<file path="src/sv/bdr_pkg.sv">
// ----------------------------------------------------------------------------
// bdr_pkg
// Shared types and constants for the boost duty regulator: command codes,
// register map, loop gains and the structs passed between the stages.
// ----------------------------------------------------------------------------
`default_nettype none

package bdr_pkg;

    // command codes
    localparam logic [3:0] CMD_NONE      = 4'd0;
    localparam logic [3:0] CMD_DUTY_DOWN = 4'd1;
    localparam logic [3:0] CMD_DUTY_UP   = 4'd2;
    localparam logic [3:0] CMD_REG_ON    = 4'd3;
    localparam logic [3:0] CMD_REG_OFF   = 4'd4;
    localparam logic [3:0] CMD_SP_UP     = 4'd5;
    localparam logic [3:0] CMD_SP_DOWN   = 4'd6;
    localparam logic [3:0] CMD_PSC_UP    = 4'd7;
    localparam logic [3:0] CMD_PSC_DOWN  = 4'd8;

    // register indexes (byte address / 4)
    localparam logic [2:0] REG_OC_THR    = 3'd0;
    localparam logic [2:0] REG_DUTY_MIN  = 3'd1;
    localparam logic [2:0] REG_DUTY_MAX  = 3'd2;
    localparam logic [2:0] REG_DUTY_STEP = 3'd3;
    localparam logic [2:0] REG_DUTY_DEF  = 3'd4;
    localparam logic [2:0] REG_PSC_MIN   = 3'd5;
    localparam logic [2:0] REG_PSC_MAX   = 3'd6;

    localparam int ADDR_W = 5;
    localparam int DATA_W = 32;

    // register reset values
    localparam logic [11:0] RST_OC_THR    = 12'd3723;
    localparam logic [13:0] RST_DUTY_MIN  = 14'd72;
    localparam logic [13:0] RST_DUTY_MAX  = 14'd10080;
    localparam logic [11:0] RST_DUTY_STEP = 12'd72;
    localparam logic [13:0] RST_DUTY_DEF  = 14'd7200;
    localparam logic [7:0]  RST_PSC_MIN   = 8'd1;
    localparam logic [7:0]  RST_PSC_MAX   = 8'd30;

    // state reset values
    localparam logic [7:0]  RST_PSC       = 8'd12;
    localparam logic [7:0]  RST_SETPOINT  = 8'd48;

    // loop gains: 3.3 * 10.83 * 3000 per full-scale sample, 3000 / 2 per half volt
    localparam int          CORR_W        = 17;
    localparam logic [16:0] VOLT_GAIN     = 17'd107217;
    localparam int          ACC_W         = 21;
    localparam logic [10:0] SP_GAIN       = 11'd1500;

    typedef struct packed {
        logic [11:0] oc_threshold;
        logic [13:0] duty_min;
        logic [13:0] duty_max;
        logic [11:0] duty_step;
        logic [13:0] duty_default;
        logic [7:0]  psc_min;
        logic [7:0]  psc_max;
    } t_cfg;

    typedef struct packed {
        logic [3:0]        cmd;
        logic              oc;
        logic [CORR_W-1:0] corr;
    } t_item;

endpackage

`default_nettype wire

</file>
<file path="src/sv/bdr_front.sv">
// ----------------------------------------------------------------------------
// bdr_front
// Input register: takes a word, compares the current sample against the
// threshold and forms the voltage correction term for the core.
// ----------------------------------------------------------------------------
`default_nettype none

module bdr_front #(
    parameter int SAMPLE_BITS = 12
) (
    input  wire                   i_clk,
    input  wire                   i_rst_n,
    input  wire                   i_valid,
    output logic                  o_stall,
    input  wire [3:0]             i_new_command,
    input  wire [SAMPLE_BITS-1:0] i_current_sample,
    input  wire [SAMPLE_BITS-1:0] i_voltage_sample,
    input  wire [11:0]            i_threshold,
    input  wire                   i_take,
    output logic                  o_valid,
    output bdr_pkg::t_item        o_item
);
    import bdr_pkg::*;

    localparam int CMP_W  = (SAMPLE_BITS > 12) ? SAMPLE_BITS : 12;
    localparam int PROD_W = CORR_W + SAMPLE_BITS + 1;

    logic              r_valid;
    t_item             r_item;
    t_item             n_item;
    logic              load_en;
    logic [PROD_W-1:0] prod;
    logic [PROD_W-1:0] prod_up;

    assign load_en = !r_valid || i_take;
    assign o_stall = !load_en;
    assign o_valid = r_valid;
    assign o_item  = r_item;

    // ceil(gain * v / 2^SAMPLE_BITS)
    assign prod    = PROD_W'(VOLT_GAIN) * PROD_W'(i_voltage_sample);
    assign prod_up = prod + {{(PROD_W-SAMPLE_BITS){1'b0}}, {SAMPLE_BITS{1'b1}}};

    always_comb begin
        n_item.cmd  = i_new_command;
        n_item.oc   = CMP_W'(i_current_sample) > CMP_W'(i_threshold);
        n_item.corr = CORR_W'(prod_up >> SAMPLE_BITS);
    end

    always_ff @(posedge i_clk) begin
        if (!i_rst_n) begin
            r_valid <= 1'b0;
        end else if (load_en) begin
            r_valid <= i_valid;
        end
    end

    always_ff @(posedge i_clk) begin
        if (load_en && i_valid) begin
            r_item <= n_item;
        end
    end

endmodule

`default_nettype wire

</file>
<file path="src/sv/bdr_core.sv">
// ----------------------------------------------------------------------------
// bdr_core
// Loop state and result register: pending command slot, command execution,
// proportional duty update with clamping, and the registered result word.
// ----------------------------------------------------------------------------
`default_nettype none

module bdr_core (
    input  wire             i_clk,
    input  wire             i_rst_n,
    input  bdr_pkg::t_cfg   i_cfg,
    input  wire             i_valid,
    input  bdr_pkg::t_item  i_item,
    output logic            o_take,
    output logic            o_out_valid,
    input  wire             i_out_stall,
    output logic [13:0]     o_duty_compare,
    output logic [7:0]      o_inverter_prescaler,
    output logic            o_regulating,
    output logic            o_overcurrent,
    output logic [7:0]      o_setpoint_half_volts
);
    import bdr_pkg::*;

    logic [13:0] r_duty;
    logic [7:0]  r_psc;
    logic        r_reg_on;
    logic [7:0]  r_sp;
    logic [3:0]  r_pend;

    logic [13:0] n_duty;
    logic [7:0]  n_psc;
    logic        n_reg_on;
    logic [7:0]  n_sp;
    logic [3:0]  n_pend;

    logic        r_out_valid;
    logic [13:0] r_out_duty;
    logic [7:0]  r_out_psc;
    logic        r_out_reg;
    logic        r_out_oc;
    logic [7:0]  r_out_sp;

    logic        advance;
    logic        oc;
    logic        done;
    logic [3:0]  pend;
    logic [13:0] cmd_duty;
    logic signed [14:0] duty_dn;
    logic [14:0] duty_up;
    logic signed [ACC_W-1:0] nd;
    logic signed [ACC_W-1:0] hi;
    logic signed [ACC_W-1:0] lo;

    assign o_take  = !r_out_valid || !i_out_stall;
    assign advance = i_valid && o_take;
    assign oc      = i_item.oc;

    assign duty_dn = $signed({1'b0, r_duty}) - $signed({3'b0, i_cfg.duty_step});
    assign duty_up = {1'b0, r_duty} + {3'b0, i_cfg.duty_step};

    always_comb begin
        pend     = ((i_item.cmd >= CMD_DUTY_DOWN) && (i_item.cmd <= CMD_PSC_DOWN)) ?
                   i_item.cmd : r_pend;
        done     = 1'b0;
        cmd_duty = r_duty;
        n_psc    = r_psc;
        n_reg_on = r_reg_on;
        n_sp     = r_sp;
        unique case (pend)
            CMD_DUTY_DOWN: begin
                if (!r_reg_on && !oc) begin
                    done = 1'b1;
                    if (r_duty > i_cfg.duty_min) begin
                        cmd_duty = (duty_dn < $signed({1'b0, i_cfg.duty_min})) ?
                                   i_cfg.duty_min : duty_dn[13:0];
                    end else begin
                        cmd_duty = i_cfg.duty_min;
                    end
                end
            end
            CMD_DUTY_UP: begin
                if (!r_reg_on && !oc) begin
                    done = 1'b1;
                    if (r_duty < i_cfg.duty_max) begin
                        cmd_duty = (duty_up > {1'b0, i_cfg.duty_max}) ?
                                   i_cfg.duty_max : duty_up[13:0];
                    end else begin
                        cmd_duty = i_cfg.duty_max;
                    end
                end
            end
            CMD_REG_ON: begin
                if (!oc) begin
                    done     = 1'b1;
                    n_reg_on = 1'b1;
                end
            end
            CMD_REG_OFF: begin
                if (!oc) begin
                    done     = 1'b1;
                    n_reg_on = 1'b0;
                    cmd_duty = i_cfg.duty_default;
                end
            end
            CMD_SP_UP: begin
                done = 1'b1;
                if (r_sp != 8'hff) begin
                    n_sp = r_sp + 8'd1;
                end
            end
            CMD_SP_DOWN: begin
                done = 1'b1;
                if (r_sp != 8'h00) begin
                    n_sp = r_sp - 8'd1;
                end
            end
            CMD_PSC_UP: begin
                if (!oc) begin
                    done  = 1'b1;
                    n_psc = (r_psc < i_cfg.psc_max) ? r_psc + 8'd1 : i_cfg.psc_max;
                end
            end
            CMD_PSC_DOWN: begin
                if (!oc) begin
                    done  = 1'b1;
                    n_psc = (r_psc > i_cfg.psc_min) ? r_psc - 8'd1 : i_cfg.psc_min;
                end
            end
            default: begin
                done = 1'b0;
            end
        endcase
        n_pend = done ? CMD_NONE : pend;
    end

    // proportional step toward the setpoint
    assign nd = $signed(ACC_W'(cmd_duty)) + $signed(ACC_W'(n_sp) * ACC_W'(SP_GAIN))
              - $signed(ACC_W'(i_item.corr));
    assign hi = $signed(ACC_W'(i_cfg.duty_max));
    assign lo = $signed(ACC_W'(i_cfg.duty_min));

    always_comb begin
        n_duty = cmd_duty;
        if (n_reg_on && !oc) begin
            priority if (nd > hi) begin
                n_duty = i_cfg.duty_max;
            end else if (nd < lo) begin
                n_duty = i_cfg.duty_min;
            end else begin
                n_duty = nd[13:0];
            end
        end
    end

    always_ff @(posedge i_clk) begin
        if (!i_rst_n) begin
            r_duty      <= RST_DUTY_DEF;
            r_psc       <= RST_PSC;
            r_reg_on    <= 1'b0;
            r_sp        <= RST_SETPOINT;
            r_pend      <= CMD_NONE;
            r_out_valid <= 1'b0;
        end else begin
            if (advance) begin
                r_duty   <= n_duty;
                r_psc    <= n_psc;
                r_reg_on <= n_reg_on;
                r_sp     <= n_sp;
                r_pend   <= n_pend;
            end
            if (o_take) begin
                r_out_valid <= i_valid;
            end
        end
    end

    always_ff @(posedge i_clk) begin
        if (advance) begin
            r_out_duty <= oc ? 14'd0 : n_duty;
            r_out_psc  <= n_psc;
            r_out_reg  <= n_reg_on;
            r_out_oc   <= oc;
            r_out_sp   <= n_sp;
        end
    end

    assign o_out_valid           = r_out_valid;
    assign o_duty_compare        = r_out_duty;
    assign o_inverter_prescaler  = r_out_psc;
    assign o_regulating          = r_out_reg;
    assign o_overcurrent         = r_out_oc;
    assign o_setpoint_half_volts = r_out_sp;

endmodule

`default_nettype wire

</file>
<file path="src/sv/boost_duty_regulator_with_commands.sv">
// ----------------------------------------------------------------------------
// boost_duty_regulator_with_commands
// Boost converter duty regulator with a pending command slot, register file
// on an APB-style port, and one result word per sample word.
//
//   port group   direction  handshake                 payload
//   in           input      i_in_valid / o_in_stall   command, current, voltage
//   out          output     o_out_valid / i_out_stall duty, prescaler, flags, setpoint
//   apb          input      psel / penable / pready   paddr, pwdata, prdata
//
// one word per cycle sustained while the output does not stall; a result word
// passes through the input register, then the loop state and result register,
// before it appears at the output
// the loop state update is a single pass through command logic and the
// proportional adder/clamp between the two registers
// synchronous active-low reset clears state, no clearing pass is needed
// a stalled output holds the result and stalls the input once both stages fill
// ----------------------------------------------------------------------------
`default_nettype none

module boost_duty_regulator_with_commands #(
    parameter int SAMPLE_BITS = 12
) (
    input  wire                         i_clk,
    input  wire                         i_rst_n,
    input  wire                         i_in_valid,
    output logic                        o_in_stall,
    input  wire [3:0]                   i_new_command,
    input  wire [SAMPLE_BITS-1:0]       i_current_sample,
    input  wire [SAMPLE_BITS-1:0]       i_voltage_sample,
    output logic                        o_out_valid,
    input  wire                         i_out_stall,
    output logic [13:0]                 o_duty_compare,
    output logic [7:0]                  o_inverter_prescaler,
    output logic                        o_regulating,
    output logic                        o_overcurrent,
    output logic [7:0]                  o_setpoint_half_volts,
    input  wire                         psel,
    input  wire                         penable,
    input  wire                         pwrite,
    input  wire [bdr_pkg::ADDR_W-1:0]   paddr,
    input  wire [bdr_pkg::DATA_W-1:0]   pwdata,
    output logic [bdr_pkg::DATA_W-1:0]  prdata,
    output logic                        pready
);
    import bdr_pkg::*;

    t_cfg       r_cfg;
    logic       wr_en;
    logic [2:0] reg_idx;
    logic       fe_valid;
    logic       core_take;
    t_item      fe_item;

    assign pready  = 1'b1;
    assign wr_en   = psel && penable && pwrite && pready;
    assign reg_idx = paddr[ADDR_W-1:2];

    always_ff @(posedge i_clk) begin
        if (!i_rst_n) begin
            r_cfg.oc_threshold <= RST_OC_THR;
            r_cfg.duty_min     <= RST_DUTY_MIN;
            r_cfg.duty_max     <= RST_DUTY_MAX;
            r_cfg.duty_step    <= RST_DUTY_STEP;
            r_cfg.duty_default <= RST_DUTY_DEF;
            r_cfg.psc_min      <= RST_PSC_MIN;
            r_cfg.psc_max      <= RST_PSC_MAX;
        end else if (wr_en) begin
            unique case (reg_idx)
                REG_OC_THR:    r_cfg.oc_threshold <= pwdata[11:0];
                REG_DUTY_MIN:  r_cfg.duty_min     <= pwdata[13:0];
                REG_DUTY_MAX:  r_cfg.duty_max     <= pwdata[13:0];
                REG_DUTY_STEP: r_cfg.duty_step    <= pwdata[11:0];
                REG_DUTY_DEF:  r_cfg.duty_default <= pwdata[13:0];
                REG_PSC_MIN:   r_cfg.psc_min      <= pwdata[7:0];
                REG_PSC_MAX:   r_cfg.psc_max      <= pwdata[7:0];
                default: begin
                end
            endcase
        end
    end

    always_comb begin
        unique case (reg_idx)
            REG_OC_THR:    prdata = DATA_W'(r_cfg.oc_threshold);
            REG_DUTY_MIN:  prdata = DATA_W'(r_cfg.duty_min);
            REG_DUTY_MAX:  prdata = DATA_W'(r_cfg.duty_max);
            REG_DUTY_STEP: prdata = DATA_W'(r_cfg.duty_step);
            REG_DUTY_DEF:  prdata = DATA_W'(r_cfg.duty_default);
            REG_PSC_MIN:   prdata = DATA_W'(r_cfg.psc_min);
            REG_PSC_MAX:   prdata = DATA_W'(r_cfg.psc_max);
            default:       prdata = '0;
        endcase
    end

    bdr_front #(
        .SAMPLE_BITS(SAMPLE_BITS)
    ) u_front (
        .i_clk            (i_clk),
        .i_rst_n          (i_rst_n),
        .i_valid          (i_in_valid),
        .o_stall          (o_in_stall),
        .i_new_command    (i_new_command),
        .i_current_sample (i_current_sample),
        .i_voltage_sample (i_voltage_sample),
        .i_threshold      (r_cfg.oc_threshold),
        .i_take           (core_take),
        .o_valid          (fe_valid),
        .o_item           (fe_item)
    );

    bdr_core u_core (
        .i_clk                 (i_clk),
        .i_rst_n               (i_rst_n),
        .i_cfg                 (r_cfg),
        .i_valid               (fe_valid),
        .i_item                (fe_item),
        .o_take                (core_take),
        .o_out_valid           (o_out_valid),
        .i_out_stall           (i_out_stall),
        .o_duty_compare        (o_duty_compare),
        .o_inverter_prescaler  (o_inverter_prescaler),
        .o_regulating          (o_regulating),
        .o_overcurrent         (o_overcurrent),
        .o_setpoint_half_volts (o_setpoint_half_volts)
    );

endmodule

`default_nettype wire

</file>
<file path="config.mk">
export PLATFORM = sky130hd
export DESIGN_NAME = boost_duty_regulator_with_commands
export DESIGN_NICKNAME = d
export VERILOG_FILES = /design/src/sv/bdr_pkg.sv /design/src/sv/bdr_front.sv /design/src/sv/bdr_core.sv /design/src/sv/boost_duty_regulator_with_commands.sv
export SDC_FILE = /design/constraint.sdc
export NUM_CORES = 1
export LEC_CHECK = 0
export ABC_AREA = 1
export BUFFER_PORTS_ARGS = -buffer_cell sky130_fd_sc_hd__buf_2
export CELL_PAD_IN_SITES_DETAIL_PLACEMENT = 1
export CELL_PAD_IN_SITES_GLOBAL_PLACEMENT = 2
export CORE_MARGIN = 10
export CORE_UTILIZATION = 33
export CTS_CLUSTER_DIAMETER = 200
export DETAILED_ROUTE_END_ITERATION = 7
export HOLD_SLACK_MARGIN = 0.1
export MAX_ROUTING_LAYER = met4
export PLACE_DENSITY_LB_ADDON = 0.08
export SYNTH_ARGS = -nofsm -noshare
export SYNTH_HDL_FRONTEND = slang
export SYNTH_SLANG_ARGS = --single-unit
export TNS_END_PERCENT = 10
</file>
<file path="constraint.sdc">
create_clock -name i_clk -period 8.3 [get_ports i_clk]
set_input_delay 1.66 -clock i_clk [delete_from_list [all_inputs] [get_ports i_clk]]
set_output_delay 1.66 -clock i_clk [all_outputs]
set_load 0.05 [all_outputs]
</file>
==> results.py <==
metrics = {
    "sta": {
        "finalMaxSlewViolations": 0,
        "finClkSkew_ns": 0.0159,
        "fin_crit_sh_pct": 106,
        "final.setup.tns_ns": -12.94,
        "hold_viol": 0,
        "fmax_ghz": 0.113,
        "worst_pin_slew_ns": 1.07,
        "fin_crit_ns": 8.81,
        "grt_setup_unrepaired": "true",
        "slew_headroom_pct": 28.5,
        "setup_slack_ns": -0.511,
        "setup_viol": 28,
    },
    "synthesis": {
        "synth.avg_cell_area_sq_um": 7.40,
        "synth.most_common_cell": "nand2_1",
        "synthFlopType": "dfxtp_1",
        "ys_seq_area_share_pct": 20.8,
        "synthArstFlopShare_pct": 0,
        "yosysTopAreaCell": "ha_1",
        "synth_common_cells": "nand2_1, inv_1, ha_1",
        "netlist_top_cells_area": "ha_1, dfxtp_1, edfxtp_1",
        "yosys.cell_types.count": 59,
        "synth_top_area_share_pct": 20.3,
        "synthesis.area_sq_mm": 0.0192,
        "synth-seq-cells": 173,
        "synth_edf_count": 54,
        "syn_inst": 2595,
        "ys_warn_count": 0,
    },
    "clock_tree": {
        "path_clk_slew_ns": 0.07,
        "cts_tree": "done",
        "cts_inserted_buffers": 17,
        "cts_sinks": 173,
        "cts_max_path_buffers": 2,
        "htreeDepth": 4,
        "cts_hold_buf": 0,
        "cts_root_buf": "clkbuf_16",
        "clk_latency_ns": 0.48,
    },
    "min_path": {
        "hold_path_depth": 2,
        "hp-start": "u_core.r_pend[3]",
        "hold_path_class": "flop to flop",
        "min_to": "u_core.r_pend[3]",
    },
    "setup_path": {
        "cp-end-kind": "flop",
        "crit_type": "flop to flop",
        "crit_required_ns": 8.50,
        "worst-r2r-cell-count": 50,
        "r2r-end": "u_core.o_duty_compare[4]",
        "cpLargestDelayFamily": "simple AND/OR/NAND/NOR gates",
        "path_max_fanout": 5,
        "worst-path-buf-inv": 8,
        "rrSetupSlack_ns": -0.51,
        "startpoint_type": "flop",
        "startpoint": "u_front.o_item[19]",
        "rr_startpoint": "u_front.o_item[19]",
        "arrival_ns": 9.02,
        "max_stage_delay_ns": 0.55,
        "critPathSlowestCell": "fa_1",
    },
    "final_layout": {
        "diodes": 0,
        "finalNonFillerCells": 3841,
        "area_growth_pct": 31.7,
        "num-fill-cells": 7139,
        "nets": 3523,
        "drive_gt1_share_pct": 25.3,
    },
    "global_routing": {
        "grt-ovfl-total": 0,
        "grt_pass1_vias": 21279,
        "grtUsageTotal_pct": 24.3,
        "grt_max_degree": 75,
        "antenna_found_initial": 0,
        "grt_pass1_wl_microns": 124000,
    },
    "detailed_routing": {
        "drt_first_pass_iters": 5,
        "drc": 0,
        "routed_wl_microns": 81100,
        "route.detailed.wl_per_inst_microns": 21.1,
        "drt_iter0_markers": 1027,
        "vias": 19847,
        "ant_nets": 0,
        "viasPerCell": 5.17,
    },
    "floorplan": {
        "start_util_pct": 33.3,
        "die_area_sq_mm": 0.0683,
        "fp.dieH_microns": 261,
        "rows": 88,
        "ios": 139,
        "die_w_microns": 261,
        "core_area_sq_mm": 0.0577,
    },
    "place": {
        "numPlacedInstances": 3763,
        "finalWeightedCongestion": 0.974,
        "dp_hpwl_microns": 65600,
        "place.port_buffers": 99,
    },
    "job": {
        "maxCapViolations": 0,
    },
    "status": {
        "violations": "setup timing",
        "outcome": "complete, but fails checks",
    },
}
-- registers in the layout, summed over array words and instances, names as in the netlist --
signal / cells
u_core.r_sp: 8
u_core.o_regulating: 1
u_front.o_valid: 1
u_core.o_duty_compare: 14
u_front.o_item: 22
r_cfg: 82
u_core.r_duty: 14
u_core.o_inverter_prescaler: 8
u_core.r_psc: 8
u_core.o_setpoint_half_volts: 8
u_core.r_reg_on: 1
u_core.r_pend: 4
u_core.o_out_valid: 1
u_core.o_overcurrent: 1
-- worst min-delay path, stage by stage, from the launching register on --
cell	delay, ns
dfxtp_1	0.32
nand2_1	0.06
a21oi_1	0.06
-- cell usage in the layout (no fill, tap or decap), drive strengths merged, types with 2 or more instances in the layout --
| cell type | count |
|---|---|
| fa | 77 |
| a21oi | 270 |
| dfxtp | 119 |
| nor3 | 24 |
| a31oi | 6 |
| nand3b | 5 |
| conb | 19 |
| nand3 | 160 |
| a21o | 6 |
| nand4 | 25 |
| buf | 511 |
| o221ai | 11 |
| o21ai | 186 |
| nand2 | 439 |
| o21bai | 8 |
| clkinv | 12 |
| bufinv | 5 |
| xnor2 | 24 |
| a221oi | 5 |
| nor2 | 185 |
| nor4 | 5 |
| a21boi | 7 |
| a22oi | 5 |
| a32o | 2 |
| ha | 311 |
| o31ai | 3 |
| edfxtp | 54 |
| o2111ai | 10 |
| inv | 420 |
| o211ai | 39 |
| clkbuf | 17 |
| o21a | 5 |
| xor2 | 65 |
| or2 | 6 |
| a211oi | 7 |
| o311ai | 2 |
| o22ai | 11 |
-- cell families after synthesis --
logic type               count (synthesis)  share of synthesized area (%)
AO/OA/AOI/OAI                          590                           17.4
XOR/XNOR                                89                           4.06
adder cells (fa/ha/maj)                388                           28.3
buffers and inverters                  505                           10.5
flip-flops                             173                           20.8
other                                    2                         0.0391
AND/OR/NAND/NOR                        848                           18.9
-- layout make-up --
type | instances | area [sq um] | share of cell area, %
Multi-Input combinational cell | 1937 | 14400 | 57.0
Sequential cell | 173 | 4010 | 15.8
Timing Repair Buffer | 511 | 3660 | 14.5
Inverter | 423 | 1600 | 6.31
Tap cell | 765 | 957 | 3.78
Clock buffer | 17 | 425 | 1.68
Clock inverter | 15 | 238 | 0.940
-- what timing repair did --
action,4_1_cts,5_1_grt
buffers inserted,20,23
setup endpoints to repair,28,28
cloned,3,0
pin swaps,76,101
resized for setup,133,127
endpoints found under the hold margin,0,0
-- stage by stage --
stage               setup slack [ns]  area [sq um]  util (%)  hold slack, ns
finish                        -0.511         25300      43.8           0.494
CTS                           -0.440         24600      42.6           0.491
global placement              -0.722         23100      40.0           0.462
floorplan                     0.0780         19300         -           0.445
detailed placement             -1.03         23100      40.0           0.484
global route                  -0.948         25300      43.8           0.519
-- how the worst max path moves through the flow --
| stage | endpoint | slack (ns) | cells past startpoint |
|---|---|---|---|
| 2_1_floorplan | u_core.o_duty_compare[11] | 0.08 | 48 |
| 3_3_place_gp | u_core.r_duty[1] | -0.72 | 54 |
| 3_5_place_dp | u_core.o_duty_compare[1] | -1.03 | 52 |
| 4_1_cts | u_core.o_duty_compare[12] | -0.44 | 52 |
| 5_1_grt | u_core.r_duty[4] | -0.95 | 52 |
| 6_report | u_core.o_duty_compare[4] | -0.51 | 50 |
-- metal layers --
layer	global-route usage [%]	vias up	part of all wire [%]	routed length (microns)
met2	39.5	435	47	38400
met1	30.4	9695	45	36100
li1	-	9599	-	-
met4	8.78	0	3.6	2910
met5	-	-	0	0
met3	3.18	118	4.5	3620
Power is not shown: default switching activity piles up to over one toggle a cycle in this logic, so the estimate is an artifact.
